[src/rtl/core/fat32des_pkg.sv]
`default_nettype none

package fat32des_pkg;

   // one input transfer: a byte of raw directory data plus scan markers
   typedef struct packed {
      logic [7:0] entry_byte;
      logic       scan_start;
      logic       scan_end;
   } req_type;

   // one result transfer
   typedef struct packed {
      logic        search_status;
      logic [7:0]  attributes;
      logic [31:0] start_cluster;
      logic [31:0] file_size;
   } rsp_type;

   // configured 8.3 name, first character in the low byte
   typedef struct packed {
      logic [23:0] name_ext;
      logic [63:0] name_base;
   } cfg_type;

   // result from the scanner, valid for the transfer being taken this cycle
   typedef struct packed {
      logic    valid;
      rsp_type data;
   } scan_res_type;

   localparam int OffsetWidth = 5;

   localparam logic [7:0] EntryEndMark     = 8'h00;
   localparam logic [7:0] EntryDeletedMark = 8'hE5;
   localparam logic [3:0] LongNameAttr     = 4'hF;

   localparam logic [OffsetWidth-1:0] OffFirst     = 5'd0;
   localparam logic [OffsetWidth-1:0] NameLen      = 5'd11;
   localparam logic [OffsetWidth-1:0] OffAttr      = 5'd11;
   localparam logic [OffsetWidth-1:0] OffClusterHi = 5'd20;
   localparam logic [OffsetWidth-1:0] OffClusterHx = 5'd21;
   localparam logic [OffsetWidth-1:0] OffClusterLo = 5'd26;
   localparam logic [OffsetWidth-1:0] OffClusterLx = 5'd27;
   localparam logic [OffsetWidth-1:0] OffSize      = 5'd28;
   localparam logic [OffsetWidth-1:0] OffLast      = 5'd31;

   localparam logic StatusFound    = 1'b0;
   localparam logic StatusNotFound = 1'b1;

   // register index as decoded from the byte address
   localparam logic RegNameBase = 1'b0;
   localparam logic RegNameExt  = 1'b1;

   localparam logic [63:0] NameBaseReset = 64'h2020_2020_2020_2020;
   localparam logic [23:0] NameExtReset  = 24'h20_2020;

endpackage

`default_nettype wire

[src/rtl/core/fat32des_scan.sv]
`default_nettype none

module fat32des_scan
   import fat32des_pkg::*;
(
   input  wire logic         clock,
   input  wire logic         reset,
   input  wire logic         take,
   input  wire req_type      req,
   input  wire cfg_type      cfg,
   output scan_res_type      res
);

   logic [OffsetWidth-1:0] offset_ff, offset_in;
   logic                   equal_ff, equal_in;
   logic                   skip_ff, skip_in;
   logic                   done_ff, done_in;
   logic [7:0]             attr_ff, attr_in;
   logic [15:0]            clus_hi_ff, clus_hi_in;
   logic [15:0]            clus_lo_ff, clus_lo_in;
   logic [31:0]            size_ff, size_in;

   logic [OffsetWidth-1:0] off;
   logic                   eff_equal;
   logic                   eff_skip;
   logic                   eff_done;
   logic [87:0]            name_chars;
   logic [7:0]             name_char;
   logic [7:0]             b;
   logic                   dir_end;
   logic                   match;

   assign b          = req.entry_byte;
   // scan_start clears the search before this byte is looked at
   assign off        = req.scan_start ? OffFirst : offset_ff;
   assign eff_equal  = req.scan_start ? 1'b1 : equal_ff;
   assign eff_skip   = req.scan_start ? 1'b0 : skip_ff;
   assign eff_done   = req.scan_start ? 1'b0 : done_ff;
   assign name_chars = {cfg.name_ext, cfg.name_base};

   always_comb begin
      if (off < NameLen) begin
         name_char = name_chars[{off[3:0], 3'b000} +: 8];
      end else begin
         name_char = 8'h00;
      end
   end

   assign dir_end = (off == OffFirst) && (b == EntryEndMark);

   always_comb begin
      offset_in  = off;
      equal_in   = eff_equal;
      skip_in    = eff_skip;
      done_in    = eff_done;
      attr_in    = attr_ff;
      clus_hi_in = clus_hi_ff;
      clus_lo_in = clus_lo_ff;
      size_in    = size_ff;
      match      = 1'b0;
      if (!eff_done) begin
         if (dir_end) begin
            done_in = 1'b1;
         end else begin
            if (off == OffFirst) begin
               equal_in = 1'b1;
               skip_in  = (b == EntryDeletedMark);
            end
            if (off < NameLen && b != name_char) begin
               equal_in = 1'b0;
            end
            if (off == OffAttr) begin
               attr_in = b;
               if (b[3:0] == LongNameAttr) begin
                  skip_in = 1'b1;
               end
            end
            if (off == OffClusterHi) clus_hi_in[7:0]  = b;
            if (off == OffClusterHx) clus_hi_in[15:8] = b;
            if (off == OffClusterLo) clus_lo_in[7:0]  = b;
            if (off == OffClusterLx) clus_lo_in[15:8] = b;
            if (off >= OffSize) begin
               size_in[{off[1:0], 3'b000} +: 8] = b;
            end
            offset_in = off + 1'b1;
            match     = (off == OffLast) && equal_in && !skip_in;
            done_in   = match || req.scan_end;
         end
      end
   end

   always_comb begin
      res.valid              = take && !eff_done && (dir_end || match || req.scan_end);
      res.data.search_status = match ? StatusFound : StatusNotFound;
      res.data.attributes    = match ? attr_ff : 8'h00;
      res.data.start_cluster = match ? {clus_hi_ff, clus_lo_ff} : 32'h0;
      res.data.file_size     = match ? size_in : 32'h0;
   end

   always_ff @(posedge clock) begin
      if (reset) begin
         offset_ff <= OffFirst;
         equal_ff  <= 1'b1;
         skip_ff   <= 1'b0;
         done_ff   <= 1'b0;
      end else if (take) begin
         offset_ff <= offset_in;
         equal_ff  <= equal_in;
         skip_ff   <= skip_in;
         done_ff   <= done_in;
      end
   end

   // entry fields are always rewritten before a match can report them
   always_ff @(posedge clock) begin
      if (take) begin
         attr_ff    <= attr_in;
         clus_hi_ff <= clus_hi_in;
         clus_lo_ff <= clus_lo_in;
         size_ff    <= size_in;
      end
   end

endmodule

`default_nettype wire

[src/rtl/core/fat32_directory_entry_search.sv]
// fat32 directory entry search
//
// req channel: one byte of raw directory data per transfer, in order, with
// scan_start on byte 0 of a new search and scan_end on the last byte.
// rsp channel: at most one result per search (found with attributes,
// first cluster and size, or not found with zero fields).
// config: name_base at byte address 0, name_ext at address 8 (64-bit data);
// the user writes it only while no search result is pending, unenforced here.
//
// throughput: one byte per cycle while req_stall is low; each byte is handled
// in the cycle it is taken and its result is registered in the result buffer.
// a two-entry result buffer (output register plus skid register) parts the
// two channels: req_stall rises only once both entries hold a result while
// rsp is stalled, and falls the cycle after the receiver takes one.
// reset clears the scan state and result buffer and loads a blank name of
// spaces; bytes are taken from the first cycle after reset.
`default_nettype none

module fat32_directory_entry_search
   import fat32des_pkg::*;
(
   input  wire logic        clock,
   input  wire logic        reset,
   // input channel
   input  wire logic        req_valid,
   output      logic        req_stall,
   input  wire req_type     req_data,
   // result channel
   output      logic        rsp_valid,
   input  wire logic        rsp_stall,
   output      rsp_type     rsp_data,
   // configuration port
   input  wire logic        psel,
   input  wire logic        penable,
   input  wire logic        pwrite,
   input  wire logic [3:0]  paddr,
   input  wire logic [63:0] pwdata,
   output      logic [63:0] prdata,
   output      logic        pready
);

   cfg_type      cfg_ff;
   scan_res_type res;
   logic         req_take;
   logic         rsp_take;
   logic         csr_write;

   logic         out_valid_ff;
   rsp_type      out_data_ff;
   logic         skid_valid_ff;
   rsp_type      skid_data_ff;

   // ---- configuration registers
   assign pready    = 1'b1;
   assign csr_write = psel && penable && pwrite && pready;

   always_ff @(posedge clock) begin
      if (reset) begin
         cfg_ff.name_base <= NameBaseReset;
         cfg_ff.name_ext  <= NameExtReset;
      end else if (csr_write) begin
         unique case (paddr[3])
            RegNameBase: cfg_ff.name_base <= pwdata;
            RegNameExt:  cfg_ff.name_ext  <= pwdata[23:0];
            default:     cfg_ff.name_base <= cfg_ff.name_base;
         endcase
      end
   end

   always_comb begin
      unique case (paddr[3])
         RegNameBase: prdata = cfg_ff.name_base;
         RegNameExt:  prdata = {40'h0, cfg_ff.name_ext};
         default:     prdata = 64'h0;
      endcase
   end

   // ---- byte scanner
   assign req_stall = skid_valid_ff;
   assign req_take  = req_valid && !req_stall;

   fat32des_scan u_scan (
      .clock (clock),
      .reset (reset),
      .take  (req_take),
      .req   (req_data),
      .cfg   (cfg_ff),
      .res   (res)
   );

   // ---- result buffer: output register with a skid entry behind it
   assign rsp_take = out_valid_ff && !rsp_stall;

   always_ff @(posedge clock) begin
      if (reset) begin
         out_valid_ff  <= 1'b0;
         skid_valid_ff <= 1'b0;
      end else if (skid_valid_ff) begin
         // no req transfer while the skid entry is full
         if (rsp_take) begin
            skid_valid_ff <= 1'b0;
         end
      end else if (res.valid) begin
         if (out_valid_ff && !rsp_take) begin
            skid_valid_ff <= 1'b1;
         end else begin
            out_valid_ff <= 1'b1;
         end
      end else if (rsp_take) begin
         out_valid_ff <= 1'b0;
      end
   end

   always_ff @(posedge clock) begin
      if (skid_valid_ff) begin
         if (rsp_take) begin
            out_data_ff <= skid_data_ff;
         end
      end else if (res.valid) begin
         if (out_valid_ff && !rsp_take) begin
            skid_data_ff <= res.data;
         end else begin
            out_data_ff <= res.data;
         end
      end
   end

   assign rsp_valid = out_valid_ff;
   assign rsp_data  = out_data_ff;

   // ---- checks
   // the skid entry only fills behind a held output register
   a_skid_behind_out: assert property (@(posedge clock) disable iff (reset)
      skid_valid_ff |-> out_valid_ff)
      else $error("skid entry full while output register empty");

   // the scanner never produces a result with nowhere to put it
   a_no_result_when_full: assert property (@(posedge clock) disable iff (reset)
      !(skid_valid_ff && res.valid))
      else $error("result produced while result buffer full");

   // a not-found result carries all-zero fields
   a_not_found_zero: assert property (@(posedge clock) disable iff (reset)
      (rsp_valid && rsp_data.search_status == StatusNotFound) |->
      (rsp_data.attributes == 8'h0 && rsp_data.start_cluster == 32'h0 &&
       rsp_data.file_size == 32'h0))
      else $error("not-found result with nonzero fields");

endmodule

`default_nettype wire
[config.mk]
export PLATFORM = sky130hd
export DESIGN_NAME = fat32_directory_entry_search
export DESIGN_NICKNAME = d
export VERILOG_FILES = /design/src/rtl/core/fat32des_pkg.sv /design/src/rtl/core/fat32des_scan.sv /design/src/rtl/core/fat32_directory_entry_search.sv
export SDC_FILE = /design/constraint.sdc
export NUM_CORES = 1
export LEC_CHECK = 0
export BUFFER_PORTS_ARGS = -buffer_cell sky130_fd_sc_hd__buf_2
export CAP_MARGIN = 20
export CORE_MARGIN = 3
export CORE_UTILIZATION = 55
export CTS_BUF_LIST = sky130_fd_sc_hd__clkbuf_8 sky130_fd_sc_hd__clkbuf_16
export CTS_CLUSTER_SIZE = 12
export DETAILED_ROUTE_END_ITERATION = 16
export GPL_ROUTABILITY_DRIVEN = 0
export GPL_TIMING_DRIVEN = 0
export PLACE_DENSITY = 0.79
export REMOVE_ABC_BUFFERS = 1
export SYNTH_ARGS = -nofsm -noshare
export SYNTH_HDL_FRONTEND = slang
export SYNTH_HIERARCHICAL = 1
export SYNTH_SLANG_ARGS = --single-unit
[constraint.sdc]
create_clock -name clock -period 12.3 [get_ports clock]
set_input_delay 2.46 -clock clock [delete_from_list [all_inputs] [get_ports clock]]
set_output_delay 2.46 -clock clock [all_outputs]
set_load 0.01 [all_outputs]
==> reports/qor.yml <==
clocking:
  clock_path_buffers: 3
  clk_root_buffer_cell: "sky130_fd_sc_hd__clkbuf_16"
  cts.hold.buffers_added: 0
  cts_resized: 0
  worstSkewPairLatency_ps: 520
  cts.sink_count: 316
  ctsHtreeMaxLevel: 2
  cts_buffers: 34
  clock_tree_from_tritoncts: "yes"
  clk_pin_slew_worst_paths_ps: 60
  post-cts-setup-buffer-count: 0
synthesis:
  synth-edff-count: 218
  post-synth-top-area-fraction: 0.450
  post_synth_instance_area_sq_mm: 0.0145
  synth.top_cells.by_count: "218 x sky130_fd_sc_hd__edfxtp_1, 144 x sky130_fd_sc_hd__nand2b_1, 112 x sky130_fd_sc_hd__mux2i_1"
  synth.yosys.seq_area_share: 0.585
  synthesis.instances: 1190
  netlist.top_cell.by_area: "sky130_fd_sc_hd__edfxtp_1"
  synth-warning-count: 6
  async_reset_ff_frac: 0
  synth_seq_cells: 316
  avgSynthCellArea_sq_um: 12.2
  yosys-top-cells-area: "sky130_fd_sc_hd__edfxtp_1 45%, sky130_fd_sc_hd__dfxtp_1 13%, sky130_fd_sc_hd__mux2i_1 7.7%"
  synth.distinct_cells: 57
  synth_flop_cell: "sky130_fd_sc_hd__edfxtp_1"
  synth.most_common_cell: "sky130_fd_sc_hd__edfxtp_1"
routing:
  ant_nets: 0
  viasPerCell: 5.61
  firstDrtPassIters: 5
  wl_per_cell_um: 18.7
  route.final.wire_length_um: 32500
  drcViolationCount: 0
  drt-initial-drc-count: 782
  route.vias.total: 9758
critical_path:
  critPathBufInv: 4
  setup.worst_path.start: "req_data[1]"
  r2r_slack_ps: 6860
  max_fanout_on_critical_path: 34
  crit_path_max_incr_delay_ps: 870
  worst_r2r_startpoint: "u_scan/offset_ff[1]"
  worst-setup-path-type: "in -> reg"
  worstReg2RegEnd: "skid_data_ff[50]"
  worst_ep_arrival_time_ps: 7000
  reg2regPathDepth: 13
  cp_cell_sequence: "buf_2, nor2b_1, inv_1, o22ai_1, o21ai_0, o31ai_1, nand4_1, or4_4, a21oi_1, o21ba_2, nand2b_1, nor2_4, buf_12, buf_12"
  type_of_element_capturing_the_critical_path: "register"
  timing.critical_path.mode_cell: "sky130_fd_sc_hd__buf_12"
  setup.worst_path.start_class: "primary input"
  slowest_stage: "sky130_fd_sc_hd__nor2b_1"
  path_delay_family: "simple AND/OR/NAND/NOR gates"
  worstPathRequired_ps: 12510
layout:
  num-fill-cells: 1872
  post_layout_nonfiller_instances: 1738
  finalNetCount: 1470
  drive_gt1_frac: 0.267
  synthToLayoutAreaGrowth_pct: 17.0
power_and_ir_drop:
  power.density_cell_area_mw_per_mm2: 133
  power.leakage_uw: 0.00662
  power_uw: 2270
  power.ir.vdd_worst_mv: 0.0998
sta:
  grt_setup_unrepaired: "false"
  setup_viol: 0
  fin_tns_setup_ps: 0
  whs_ps: 481
  post-route-min-period_ps: 6790
  finClkSkew_ps: 17.6
  worstMarginPinSlew_ps: 1060
  min_period_over_period: 0.552
  slew_violations: 0
  max_slew_margin: 0.289
  finalHoldViolations: 0
  fmaxAchievable_mhz: 147
placement:
  total_instance_count_after_detailed_placement: 1673
  post-dp-hpwl_um: 21000
  portBuffers: 220
floorplan:
  die-width_um: 169
  initial_utilization: 0.569
  floorplan.die_area_sq_mm: 0.0284
  die_y_um: 169
  fp.coreArea_sq_mm: 0.0255
  rows: 58
  io-pin-count: 225
worst_hold_path:
  timing.hold.worst_path_depth: 2
  hold_wc_path_type: "reg -> reg"
  hp-start: "cfg_ff[57]"
  hold-path-endpoint: "cfg_ff[57]"
flow_run:
  drv_cap: 0
global_routing:
  global_route_wire_length_before_repair_um: 51100
  grt_max_degree: 97
  number_of_global_route_vias_before_repair: 9687
  initial_antenna_violation_count: 0
  gr-usage-all-layers: 0.222
  grt_overflow: 0
status:
  status: "finished clean"
[cells in the final DEF, fill, tap and decap left out, drive strengths merged, types with 8 or more instances in the layout]
master / n
a21oi: 21
and2: 76
buf: 234
clkbuf: 38
dfxtp: 98
edfxtp: 218
inv: 47
mux2: 97
mux2i: 112
nand2: 54
nand2b: 144
nand3: 27
nand3b: 9
nand4: 8
nor2: 37
nor2b: 52
nor3: 13
o21ai: 43
o221ai: 10
[report_power, final]
part,total (uW),internal [uW],switching [uW]
clock,940,528,412
combinational,153,65.2,87.6
sequential,1180,1160,15.1
total,2270,1750,514
[cells by family (layout without fill, tap and decap cells)]
group | count (synthesis) | count (layout) | synth area share
buffers and inverters | 110 | 326 | 0.0368
DFF | 316 | 316 | 0.585
and+or+nand+nor | 442 | 442 | 0.174
adders and majority gates | 5 | 5 | 0.00430
AOI/OAI and AO/OA | 107 | 107 | 0.0472
other | 1 | 3 | 0.000258
muxes | 209 | 209 | 0.152
[stage by stage]
step                      setup slack (ps)   util  instance area (sq um)
after floorplan                       3600      -                  14100
after global placement                1300  0.612                  15600
after detailed placement              5040  0.625                  16000
after CTS                             5580  0.666                  17000
after global routing                  5210  0.666                  17000
final                                 5510  0.666                  17000
[worst reg2reg max path, delay by kind of cell, from the launching register on]
| kind | cells | cell delay [ps] |
|---|---|---|
| flops | 1 | 880 |
| simple gates | 5 | 2120 |
| compound gates | 5 | 1190 |
| buf+inv | 3 | 940 |
[area by class of cell]
class / instances / area (sq um) / share of cell area
clock inverter: 25 / 155 / 0.00912
tap: 330 / 413 / 0.0243
sequential: 316 / 8510 / 0.500
antenna: 2 / 5.00 / 0.000294
clock buffer: 37 / 892 / 0.0524
multi-input combinational: 764 / 5530 / 0.325
timing repair buffer: 235 / 1400 / 0.0823
inverter: 29 / 109 / 0.00640
[per-layer routing]
layer  share of wire  vias up  GRT usage
li1                -     4603          -
met1            0.44     4747      0.306
met2            0.48      355      0.363
met3           0.065       53     0.0432
met4           0.019        0     0.0587
met5               0        -          0
[how the worst max path moves through the flow]
stage / end / depth (start not counted) / slack [ps]
finish: skid_data_ff[50] / 14 / 5510
global route: skid_data_ff[68] / 14 / 5210
CTS: skid_data_ff[68] / 14 / 5580
detailed placement: skid_data_ff[41] / 14 / 5040
global placement: rsp_data[12] / 12 / 1300
floorplan: rsp_data[0] / 5 / 3600
[state kept, by name (all words and copies together), names as in the netlist]
signal / cells
cfg_ff: 88
req_stall: 1
rsp_data: 73
rsp_valid: 1
skid_data_ff: 73
u_scan/attr_ff: 8
u_scan/clus_hi_ff: 16
u_scan/clus_lo_ff: 16
u_scan/done_ff: 1
u_scan/equal_ff: 1
u_scan/offset_ff: 5
u_scan/size_ff: 32
u_scan/skip_ff: 1
No activity file was read; power rests on OpenSTA's default activity.
